$ cat src/rtl/u2t_pkg.sv
// Shared types and constants for the UTF-8 text to tile writer.
// Holds the character code table and the lookup result type.
// No dependencies; compiled first.
package u2t_pkg;

  localparam int BYTE_W      = 8;
  localparam int CODE_W      = 16;
  localparam int TILE_W      = 11;
  localparam int POS_W       = 7;
  localparam int GLYPH_COUNT = 96;
  localparam int GLYPH_IDX_W = 7;

  localparam logic [TILE_W-1:0] TILE_BASE_RESET = 11'h5A0;
  localparam logic [2:0]        LEAD_TAG        = 3'b110;
  localparam logic [BYTE_W-1:0] NEWLINE_BYTE    = 8'h0A;

  // Character codes in tile order; two-byte entries hold {lead, second}.
  localparam logic [CODE_W-1:0] GLYPH_CODES [GLYPH_COUNT] = '{
    16'h0020, 16'h0021, 16'h003F, 16'h0023, 16'h0024, 16'h0025, 16'h00A8, 16'h0026,
    16'h002A, 16'h0028, 16'h0029, 16'h002D, 16'h002B, 16'h002C, 16'h002E, 16'h002F,
    16'h0030, 16'h0031, 16'h0032, 16'h0033, 16'h0034, 16'h0035, 16'h0036, 16'h0037,
    16'h0038, 16'h0039, 16'h003A, 16'h003B, 16'hC3A1, 16'hC3A9, 16'hC3AD, 16'hC3B3,
    16'hC3BA, 16'h0041, 16'h0042, 16'h0043, 16'h0044, 16'h0045, 16'h0046, 16'h0047,
    16'h0048, 16'h0049, 16'h004A, 16'h004B, 16'h004C, 16'h004D, 16'h004E, 16'h004F,
    16'h0050, 16'h0051, 16'h0052, 16'h0053, 16'h0054, 16'h0055, 16'h0056, 16'h0057,
    16'h0058, 16'h0059, 16'h005A, 16'h005B, 16'h005C, 16'h005D, 16'hC387, 16'hC3A7,
    16'h0061, 16'h0062, 16'h0063, 16'h0064, 16'h0065, 16'h0066, 16'h0067, 16'h0068,
    16'h0069, 16'h006A, 16'h006B, 16'h006C, 16'h006D, 16'h006E, 16'h006F, 16'h0070,
    16'h0071, 16'h0072, 16'h0073, 16'h0074, 16'h0075, 16'h0076, 16'h0077, 16'h0078,
    16'h0079, 16'h007A, 16'hC3A3, 16'hC3B5, 16'hC3A2, 16'hC3AA, 16'hC3B4, 16'hC3B1
  };

  // Result of one table search.
  typedef struct packed {
    logic                   hit;
    logic [GLYPH_IDX_W-1:0] index;
  } glyph_match_t;

endpackage

$ cat src/rtl/u2t_ifs.sv
// Valid/ready channel interfaces for the text byte input and the tile write output.
// Depends on u2t_pkg for field widths.
interface u2t_in_if;
  logic                          valid;
  logic                          ready;
  logic [u2t_pkg::BYTE_W-1:0]    text_byte;
  logic                          start_of_text;
  logic [u2t_pkg::POS_W-1:0]     start_col;
  logic [u2t_pkg::POS_W-1:0]     start_row;

  modport source (output valid, text_byte, start_of_text, start_col, start_row,
                  input ready);
  modport sink (input valid, text_byte, start_of_text, start_col, start_row,
                output ready);
endinterface

interface u2t_out_if;
  logic                          valid;
  logic                          ready;
  logic [u2t_pkg::TILE_W-1:0]    tile_number;
  logic [u2t_pkg::POS_W-1:0]     cell_col;
  logic [u2t_pkg::POS_W-1:0]     cell_row;
  logic                          was_mapped;

  modport source (output valid, tile_number, cell_col, cell_row, was_mapped,
                  input ready);
  modport sink (input valid, tile_number, cell_col, cell_row, was_mapped,
                output ready);
endinterface

$ cat src/rtl/u2t_glyph_lookup.sv
// Combinational search of the character code table.
// Depends on u2t_pkg for the table and the match type.
module u2t_glyph_lookup (
  input  logic [u2t_pkg::CODE_W-1:0] code,
  output u2t_pkg::glyph_match_t      match
);
  import u2t_pkg::*;

  logic [GLYPH_COUNT-1:0] hit_vec;
  logic [GLYPH_IDX_W-1:0] index_or;

  // Compare against every entry; codes are unique, so the indexes can be ORed.
  always_comb begin
    index_or = '0;
    for (int i = 0; i < GLYPH_COUNT; i++) begin
      hit_vec[i] = (code == GLYPH_CODES[i]);
      if (hit_vec[i]) begin
        index_or = index_or | GLYPH_IDX_W'(i);
      end
    end
  end

  assign match.hit   = |hit_vec;
  assign match.index = index_or;

endmodule

$ cat src/rtl/utf8_text_to_tile_writer.sv
// UTF-8 text to tile-map writer: one tile write per printed character.
// A byte accepted into the input stage register is decoded by the
// combinational table search; its tile write goes to the result register.
// Throughput: one text byte per cycle while the result register is free.
// Reset (synchronous, rst_n low): cursor, line start and pending lead byte
// clear to zero, tile base returns to 0x5A0, and both pipeline stages empty.
module utf8_text_to_tile_writer #(
  parameter int COORD_BITS = 7
) (
  input  logic                       clk,
  input  logic                       rst_n,
  input  logic                       cfg_we,
  input  logic [u2t_pkg::TILE_W-1:0] cfg_wdata,
  u2t_in_if.sink                     in_ch,
  u2t_out_if.source                  out_ch
);
  import u2t_pkg::*;

  // Input stage register.
  logic                  s1_valid_r;
  logic [BYTE_W-1:0]     s1_byte_r;
  logic                  s1_sot_r;
  logic [POS_W-1:0]      s1_col_r;
  logic [POS_W-1:0]      s1_row_r;

  // Decoder state.
  logic [TILE_W-1:0]     tile_base_r;
  logic [BYTE_W-1:0]     lead_byte_r, lead_byte_nxt;
  logic                  lead_pending_r, lead_pending_nxt;
  logic [COORD_BITS-1:0] cursor_col_r, cursor_col_nxt;
  logic [COORD_BITS-1:0] cursor_row_r, cursor_row_nxt;
  logic [COORD_BITS-1:0] line_col_r, line_col_nxt;

  // Result register.
  logic                  out_valid_r, out_valid_nxt;
  logic [TILE_W-1:0]     out_tile_r;
  logic [POS_W-1:0]      out_col_r;
  logic [POS_W-1:0]      out_row_r;
  logic                  out_mapped_r;

  logic                  can_out;
  logic                  proc;
  logic                  in_fire;
  logic [COORD_BITS-1:0] col0, row0;
  logic                  pend0;
  logic                  emit;
  logic                  is_lead;
  logic [CODE_W-1:0]     code;
  glyph_match_t          match;

  // Handshake: the result register frees when empty or taken.
  assign can_out      = !out_valid_r || out_ch.ready;
  assign proc         = s1_valid_r && can_out;
  assign in_ch.ready  = !s1_valid_r || can_out;
  assign in_fire      = in_ch.valid && in_ch.ready;

  // Start-of-text override of the cursor ahead of the byte itself.
  assign col0    = s1_sot_r ? COORD_BITS'(s1_col_r) : cursor_col_r;
  assign row0    = s1_sot_r ? COORD_BITS'(s1_row_r) : cursor_row_r;
  assign pend0   = s1_sot_r ? 1'b0 : lead_pending_r;
  assign is_lead = (s1_byte_r[BYTE_W-1:BYTE_W-3] == LEAD_TAG);
  assign code    = pend0 ? {lead_byte_r, s1_byte_r} : {{(CODE_W-BYTE_W){1'b0}}, s1_byte_r};

  u2t_glyph_lookup u_lookup (
    .code  (code),
    .match (match)
  );

  // Byte decoding and cursor update.
  always_comb begin
    lead_byte_nxt    = lead_byte_r;
    lead_pending_nxt = lead_pending_r;
    cursor_col_nxt   = cursor_col_r;
    cursor_row_nxt   = cursor_row_r;
    line_col_nxt     = line_col_r;
    emit             = 1'b0;
    if (proc) begin
      cursor_col_nxt = col0;
      cursor_row_nxt = row0;
      if (s1_sot_r) begin
        line_col_nxt     = col0;
        lead_pending_nxt = 1'b0;
        lead_byte_nxt    = '0;
      end
      if (pend0) begin
        emit             = 1'b1;
        lead_pending_nxt = 1'b0;
        lead_byte_nxt    = '0;
      end else if (is_lead) begin
        lead_pending_nxt = 1'b1;
        lead_byte_nxt    = s1_byte_r;
      end else if (s1_byte_r == NEWLINE_BYTE) begin
        cursor_col_nxt = s1_sot_r ? col0 : line_col_r;
        cursor_row_nxt = row0 + COORD_BITS'(1);
      end else begin
        emit = 1'b1;
      end
      if (emit) begin
        cursor_col_nxt = col0 + COORD_BITS'(1);
      end
    end
  end

  assign out_valid_nxt = proc ? emit : (out_valid_r && !out_ch.ready);

  // Control and state registers.
  always_ff @(posedge clk) begin
    if (!rst_n) begin
      s1_valid_r     <= 1'b0;
      out_valid_r    <= 1'b0;
      tile_base_r    <= TILE_BASE_RESET;
      lead_byte_r    <= '0;
      lead_pending_r <= 1'b0;
      cursor_col_r   <= '0;
      cursor_row_r   <= '0;
      line_col_r     <= '0;
    end else begin
      if (in_ch.ready) begin
        s1_valid_r <= in_ch.valid;
      end
      out_valid_r    <= out_valid_nxt;
      if (cfg_we) begin
        tile_base_r <= cfg_wdata;
      end
      lead_byte_r    <= lead_byte_nxt;
      lead_pending_r <= lead_pending_nxt;
      cursor_col_r   <= cursor_col_nxt;
      cursor_row_r   <= cursor_row_nxt;
      line_col_r     <= line_col_nxt;
    end
  end

  // Payload registers.
  always_ff @(posedge clk) begin
    if (in_fire) begin
      s1_byte_r <= in_ch.text_byte;
      s1_sot_r  <= in_ch.start_of_text;
      s1_col_r  <= in_ch.start_col;
      s1_row_r  <= in_ch.start_row;
    end
    if (proc && emit) begin
      out_tile_r   <= tile_base_r + (match.hit ? TILE_W'(match.index) : '0);
      out_col_r    <= POS_W'(col0);
      out_row_r    <= POS_W'(row0);
      out_mapped_r <= match.hit;
    end
  end

  assign out_ch.valid       = out_valid_r;
  assign out_ch.tile_number = out_tile_r;
  assign out_ch.cell_col    = out_col_r;
  assign out_ch.cell_row    = out_row_r;
  assign out_ch.was_mapped  = out_mapped_r;

  // Reset empties the result register.
  a_reset_empty: assert property (@(posedge clk) !rst_n |=> !out_valid_r)
    else $error("result valid after reset");

  // A lead byte with nothing pending is held for the next byte.
  a_lead_held: assert property (@(posedge clk) disable iff (!rst_n)
    (proc && !pend0 && is_lead) |=> lead_pending_r)
    else $error("lead byte not held");

  // A new result only appears after a byte was processed.
  a_rise_from_proc: assert property (@(posedge clk) disable iff (!rst_n)
    $rose(out_valid_r) |-> $past(proc))
    else $error("result without a processed byte");

  // A registered byte is kept while the result side is blocked.
  a_stage_hold: assert property (@(posedge clk) disable iff (!rst_n)
    (s1_valid_r && !can_out) |=> s1_valid_r)
    else $error("input stage lost a byte");

endmodule

$ cat src/flat_wrapper.sv
// flat-port wrapper written by rule: the top's interface ports become plain ports
module utf8_text_to_tile_writer_flat import u2t_pkg::*;
#(
  parameter int COORD_BITS = 7
)
  (clk, rst_n, cfg_we, cfg_wdata, in_ch_valid, in_ch_text_byte, in_ch_start_of_text, in_ch_start_col, in_ch_start_row, in_ch_ready, out_ch_valid, out_ch_tile_number, out_ch_cell_col, out_ch_cell_row, out_ch_was_mapped, out_ch_ready);
  u2t_in_if in_ch_i ();
  u2t_out_if out_ch_i ();
  input  logic clk;
  input  logic rst_n;
  input  logic cfg_we;
  input  logic [u2t_pkg::TILE_W-1:0] cfg_wdata;
  input wire logic [$bits(in_ch_i.valid)-1:0] in_ch_valid;
  input wire logic [$bits(in_ch_i.text_byte)-1:0] in_ch_text_byte;
  input wire logic [$bits(in_ch_i.start_of_text)-1:0] in_ch_start_of_text;
  input wire logic [$bits(in_ch_i.start_col)-1:0] in_ch_start_col;
  input wire logic [$bits(in_ch_i.start_row)-1:0] in_ch_start_row;
  output wire logic [$bits(in_ch_i.ready)-1:0] in_ch_ready;
  output wire logic [$bits(out_ch_i.valid)-1:0] out_ch_valid;
  output wire logic [$bits(out_ch_i.tile_number)-1:0] out_ch_tile_number;
  output wire logic [$bits(out_ch_i.cell_col)-1:0] out_ch_cell_col;
  output wire logic [$bits(out_ch_i.cell_row)-1:0] out_ch_cell_row;
  output wire logic [$bits(out_ch_i.was_mapped)-1:0] out_ch_was_mapped;
  input wire logic [$bits(out_ch_i.ready)-1:0] out_ch_ready;
  assign in_ch_i.valid = in_ch_valid;
  assign in_ch_i.text_byte = in_ch_text_byte;
  assign in_ch_i.start_of_text = in_ch_start_of_text;
  assign in_ch_i.start_col = in_ch_start_col;
  assign in_ch_i.start_row = in_ch_start_row;
  assign in_ch_ready = in_ch_i.ready;
  assign out_ch_valid = out_ch_i.valid;
  assign out_ch_tile_number = out_ch_i.tile_number;
  assign out_ch_cell_col = out_ch_i.cell_col;
  assign out_ch_cell_row = out_ch_i.cell_row;
  assign out_ch_was_mapped = out_ch_i.was_mapped;
  assign out_ch_i.ready = out_ch_ready;
  utf8_text_to_tile_writer #(.COORD_BITS(COORD_BITS)) u_core (.clk(clk), .rst_n(rst_n), .cfg_we(cfg_we), .cfg_wdata(cfg_wdata), .in_ch(in_ch_i), .out_ch(out_ch_i));
endmodule
$ cat config.mk
export PLATFORM = sky130hd
export DESIGN_NAME = utf8_text_to_tile_writer_flat
export DESIGN_NICKNAME = d
export VERILOG_FILES = /design/src/rtl/u2t_pkg.sv /design/src/rtl/u2t_ifs.sv /design/src/rtl/u2t_glyph_lookup.sv /design/src/rtl/utf8_text_to_tile_writer.sv /design/src/flat_wrapper.sv
export SDC_FILE = /design/constraint.sdc
export NUM_CORES = 1
export LEC_CHECK = 0
export BUFFER_PORTS_ARGS = -buffer_cell sky130_fd_sc_hd__buf_2
export CORE_AREA = 2 2 107 109
export CTS_CLUSTER_DIAMETER = 40
export DETAILED_ROUTE_END_ITERATION = 6
export DIE_AREA = 0 0 109 111
export PLACE_DENSITY_LB_ADDON = 0.15
export RECOVER_POWER = 100
export SETUP_SLACK_MARGIN = 0.2
export SKIP_CTS_REPAIR_TIMING = 1
export SYNTH_ARGS = -nofsm -noshare
export SYNTH_HDL_FRONTEND = slang
export SYNTH_HIERARCHICAL = 1
export SYNTH_SLANG_ARGS = --single-unit
$ cat constraint.sdc
create_clock -name clk -period 4.5 [get_ports clk]
set_clock_uncertainty 0.15 [all_clocks]
set_input_delay 0.45 -clock clk [delete_from_list [all_inputs] [get_ports clk]]
set_output_delay 0.45 -clock clk [all_outputs]
set_load 0.02 [all_outputs]
==> results summary <==
By instance count, the cell type seen most on the critical path is buf_4. edfxtp_1 is the most common cell in the netlist. After synthesis the netlist holds a flip-flop and latch count of 92. TritonCTS built the clock tree. Entering global routing, the biggest net connects 34 pins. The die is 111 um tall. The last weighted congestion value of the routability-driven placer is 0.887. The number of distinct library cells after synthesis is 87.

The share of async-settable or async-resettable flops after synthesis came out at 0%. The core area is 11100 um^2. The highest clock frequency the design can meet is 235 MHz.

In this run the count of I/O pins placed on the die edge is 67. The number of violations of the max-capacitance limit came out at 2. The number of rows in the core area is 39. The largest total area in the synthesized netlist belongs to edfxtp_1. The post-synthesis share of cell area spent on and, or, nand and nor gates came out at 23.0%.

The die covers 12100 um^2. The highest layer touched by signal routing is met4. The actual slew at the worst max-slew pin came out at 1.78 ns. The accumulated negative setup slack is 0 ns. The number of input and output port buffers inserted is 66. The number of instances in the placed design is 733. The critical setup path kind is reg2reg. Clock-pin slew was measured on the worst setup and hold paths at 0.07 ns. Headroom to the max-slew limit came out at -18.8%. The remaining antenna violation count after routing is 0.

The initial antenna violation count came out at 0. The switching power total came out at 0.513 mW. The sequential fraction of the synthesis area came out at 43.8%. In the final layout, the share of cells above drive strength 1 is 18.5%. Summing all placed instances gives a cell area of 5880 um^2. The routed length on met3 is 618 um. The relative contribution of sequential cells to total power is 48.0%. The number of global-route vias before repair is 4373.

The cell family contributing the most delay on the critical path is simple AND/OR/NAND/NOR gates. The longest clock path from root to sink contains 2 buffers. For this run, the number of standard cells in the final layout without fillers is 760.

The net count of the finished layout came out at 661. The hold-critical path endpoint is u_core/s1_row_r[6]. The flow ran to the end, but the final reports show violations. The wire length of the first global-routing pass is 21.9 mm. The routed layout has 4460 vias. By area, the combinational part of the netlist is dominated by simple AND/OR/NAND/NOR gates.

The static leakage came out at 2.44 nW. The wire-length estimate of the detail-placed layout is 9.50 mm. The initial detailed-routing violation count is 191.

After synthesis, the most frequently instantiated cells are 49 x edfxtp_1, 44 x nand2_1, 43 x dfxtp_1, 43 x nor2_1, 34 x mux2i_1. The mean routed wirelength per cell came out at 17.9 um. In the synthesized netlist the dominant register cell turns out to be edfxtp_1. The internal portion of total power came out at 1.49 mW. VDD sags by at most 0.254 mV. The clock network latency to the later pin of the worst-skew pair is 0.34 ns. Setup violations remaining at the end of the flow were counted as 0.

The number of clock buffers added by TritonCTS is 9. The tree built by TritonCTS fans out to 92 sinks. The area growth from synthesis to layout came out at 16.5%. With fillers left out, the area of the finished cells amounts to 6200 um^2.

The root buffer cell is clkbuf_16. The worst hold path begins at in_ch_start_row[6]. The worst setup path is captured at a flop.

The number of instances on the worst hold path came out at 1. The length of routed wiring on met1 is 5.75 mm. From left edge to right edge, the die measures 109 um.

The number of filler instances in the final layout came out at 1018. During synthesis, Yosys emitted a total of 6 warnings. The count of endpoints failing hold in the final timing report came out at 0. The area of the mapped netlist came out at 5320 um^2. The total routed wirelength came out at 13.6 mm. The worst register-to-register path ends at u_core/out_ch.tile_number[6]. The H-tree was split into 3 levels. The highest fanout seen on the critical path came out at 9. The critical path goes through buf_4 > or4_4 > nor3b_1 > a41oi_2 > nand2_1 > or4b_1 > and2_1 > ha_1 > fa_1 > a21o_1 > a21oi_2 > buf_4 > o21ai_0 > nor2_1 > xnor2_1. The switching share of total power came out at 25.6%. The total buffers and inverters traversed by the critical path came out at 2. The share of Yosys cell area claimed by the top area cell type is 27.7%. The number of nets in the synthesized netlist is 578.

The starting density of the core is 48.0%. The power density relative to cell area is 324 nW/um^2. After global routing the overflow that remains totals 0.

The worst register-to-register path has a depth of 15. STA classifies the critical path startpoint as a flop. The share of cell area taken by muxes after synthesis came out at 7.46%. The final max-slew violation count came out at 55. The share of the clock period used by the worst path after layout is 94.5%. The post-synthesis cell count is 529. In the routed design, unresolved DRC markers number 0.

The register-to-register path setup slack is 0.25 ns. The worst hold-check path type is in2reg. The synthesized design contains 49 enable-type register cells.

The synthesized netlist devotes 2.49% of its cell area to adder and majority cells. 0 antenna diodes ended up in the layout. For the worst setup path, the data arrival time is 4.20 ns. The per-instance average area after synthesis came out at 10.1 um^2. The delay of the slowest cell on the worst path came out at 0.56 ns.

By area the synthesized netlist is led by edfxtp_1 28%, dfxtp_1 16%, mux2i_1 6.4%, nand2_1 3.1%, nor2_1 3.0%. In this run the critical register-to-register path is launched from u_core/s1_byte_r[2]. The checks that failed: max-capacitance violations, max-slew violations. Summing the areas of all xor and xnor instances in the mapped netlist gives 3.13% of the synthesized area.

Setup repair after global routing could not meet its margin everywhere. The endpoint required time on the critical path is 4.45 ns. For this design, the slowest cell found on the critical path is or4_4. In this run, the clock network consumes 37.8% of the power. After detailed routing, the number of vias per cell comes to 5.87. The fraction of the mapped netlist area in compound gates is 15.6%.

After layout, the minimum clock period comes to 4.25 ns. The number of iterations in the first detailed-routing pass came out at 5. The power share of the combinational group came out at 14.2%. The total track usage came out at 23.2%.

The total met2 wirelength after detailed routing is 6.85 mm.
placed cells by master, fill, tap and decap left out, drive strengths merged, types with 4 or more instances in the layout:
cell type / instances
and2: 19
a31oi: 5
clkinv: 6
o2111ai: 6
clkbuf: 43
nor3b: 6
mux2: 5
nor4b: 5
nor2b: 10
a21oi: 26
xor2: 4
mux2i: 34
nand2: 45
o21ai: 18
edfxtp: 49
dfxtp: 43
buf: 70
o211ai: 8
o221ai: 8
xnor2: 15
o22ai: 5
nand3: 27
a22oi: 5
nor3: 9
nand2b: 5
nand4: 5
nand3b: 4
nor2: 44
ha: 9
nor4: 6
inv: 14
worst register-to-register path, stage by stage (launching register included):
cell,delay [ns]
edfxtp_1,0.51
buf_4,0.22
or4_4,0.56
nor3b_1,0.18
a41oi_2,0.16
nand2_1,0.08
or4b_1,0.52
and2_1,0.17
ha_1,0.22
fa_1,0.44
a21o_1,0.19
a21oi_2,0.17
buf_4,0.14
o21ai_0,0.11
nor2_1,0.13
xnor2_1,0.07
flip-flops by register name, indices dropped and copies added (netlist names), 8 cells and up:
name,cells
u_core/out_ch.tile_number,11
u_core/s1_byte_r,8
u_core/tile_base_r,11
u_core/lead_byte_r,8
layer usage:
metal  up-vias  track usage (%)
li1       2153                -
met1      2148             29.2
met2       132             39.3
met3        27             3.17
met4         0             9.66
met5         -                0
cell type report:
| type | instances | area [um^2] | area share (%) |
|---|---|---|---|
| multi-input cells | 391 | 2740 | 44.2 |
| flip-flops and latches | 92 | 2330 | 37.6 |
| repair buffers | 103 | 588 | 9.49 |
| clock buffers | 10 | 239 | 3.86 |
| well taps | 143 | 179 | 2.89 |
| clock inverters | 6 | 61.3 | 0.989 |
| inverters | 15 | 56.3 | 0.909 |
power groups by stage:
stage | clock network, mW | logic [mW] | registers, mW
6_report | 0.758 | 0.284 | 0.964
2_1_floorplan | 0 | 0.182 | 0.990
5_1_grt | 0.805 | 0.312 | 0.968
3_5_place_dp | 0 | 0.274 | 0.987
3_3_place_gp | 0 | 0.273 | 0.984
4_1_cts | 0.777 | 0.276 | 0.969
through the flow:
step / hold slack [ns] / setup WS [ns] / power [mW] / utilization, %
final: 0.125 / 0.247 / 2.01 / 55.9
after global routing: 0.117 / 0.0761 / 2.09 / 55.9
after CTS: 0.117 / 0.208 / 2.02 / 55.8
after detailed placement: 0.305 / 0.192 / 1.26 / 53.1
after global placement: 0.289 / 0.325 / 1.26 / 53.1
after floorplan: 0.281 / 0.400 / 1.17 / -
worst max path at each step:
stage                     cells after the start  slack, ns                           end                start
after floorplan                              15       0.40  u_core/out_ch.tile_number[8]      u_core/s1_sot_r
after global placement                       15       0.32  u_core/out_ch.tile_number[6]  u_core/s1_byte_r[6]
after detailed placement                     15       0.19  u_core/out_ch.tile_number[6]  u_core/s1_byte_r[6]
after CTS                                    15       0.21  u_core/out_ch.tile_number[6]  u_core/s1_byte_r[1]
after global routing                         16       0.08  u_core/out_ch.tile_number[6]      u_core/s1_sot_r
final                                        15       0.25  u_core/out_ch.tile_number[6]  u_core/s1_byte_r[2]
logic make-up after synthesis:
kind of cell / after synthesis
flip-flops: 92
AO/OA/AOI/OAI: 113
AND/OR/NAND/NOR: 209
XOR/XNOR: 19
buffers and inverters: 47
adder cells (fa/ha/maj): 10
multiplexers: 39
No activity file was read; power rests on OpenSTA's default activity.
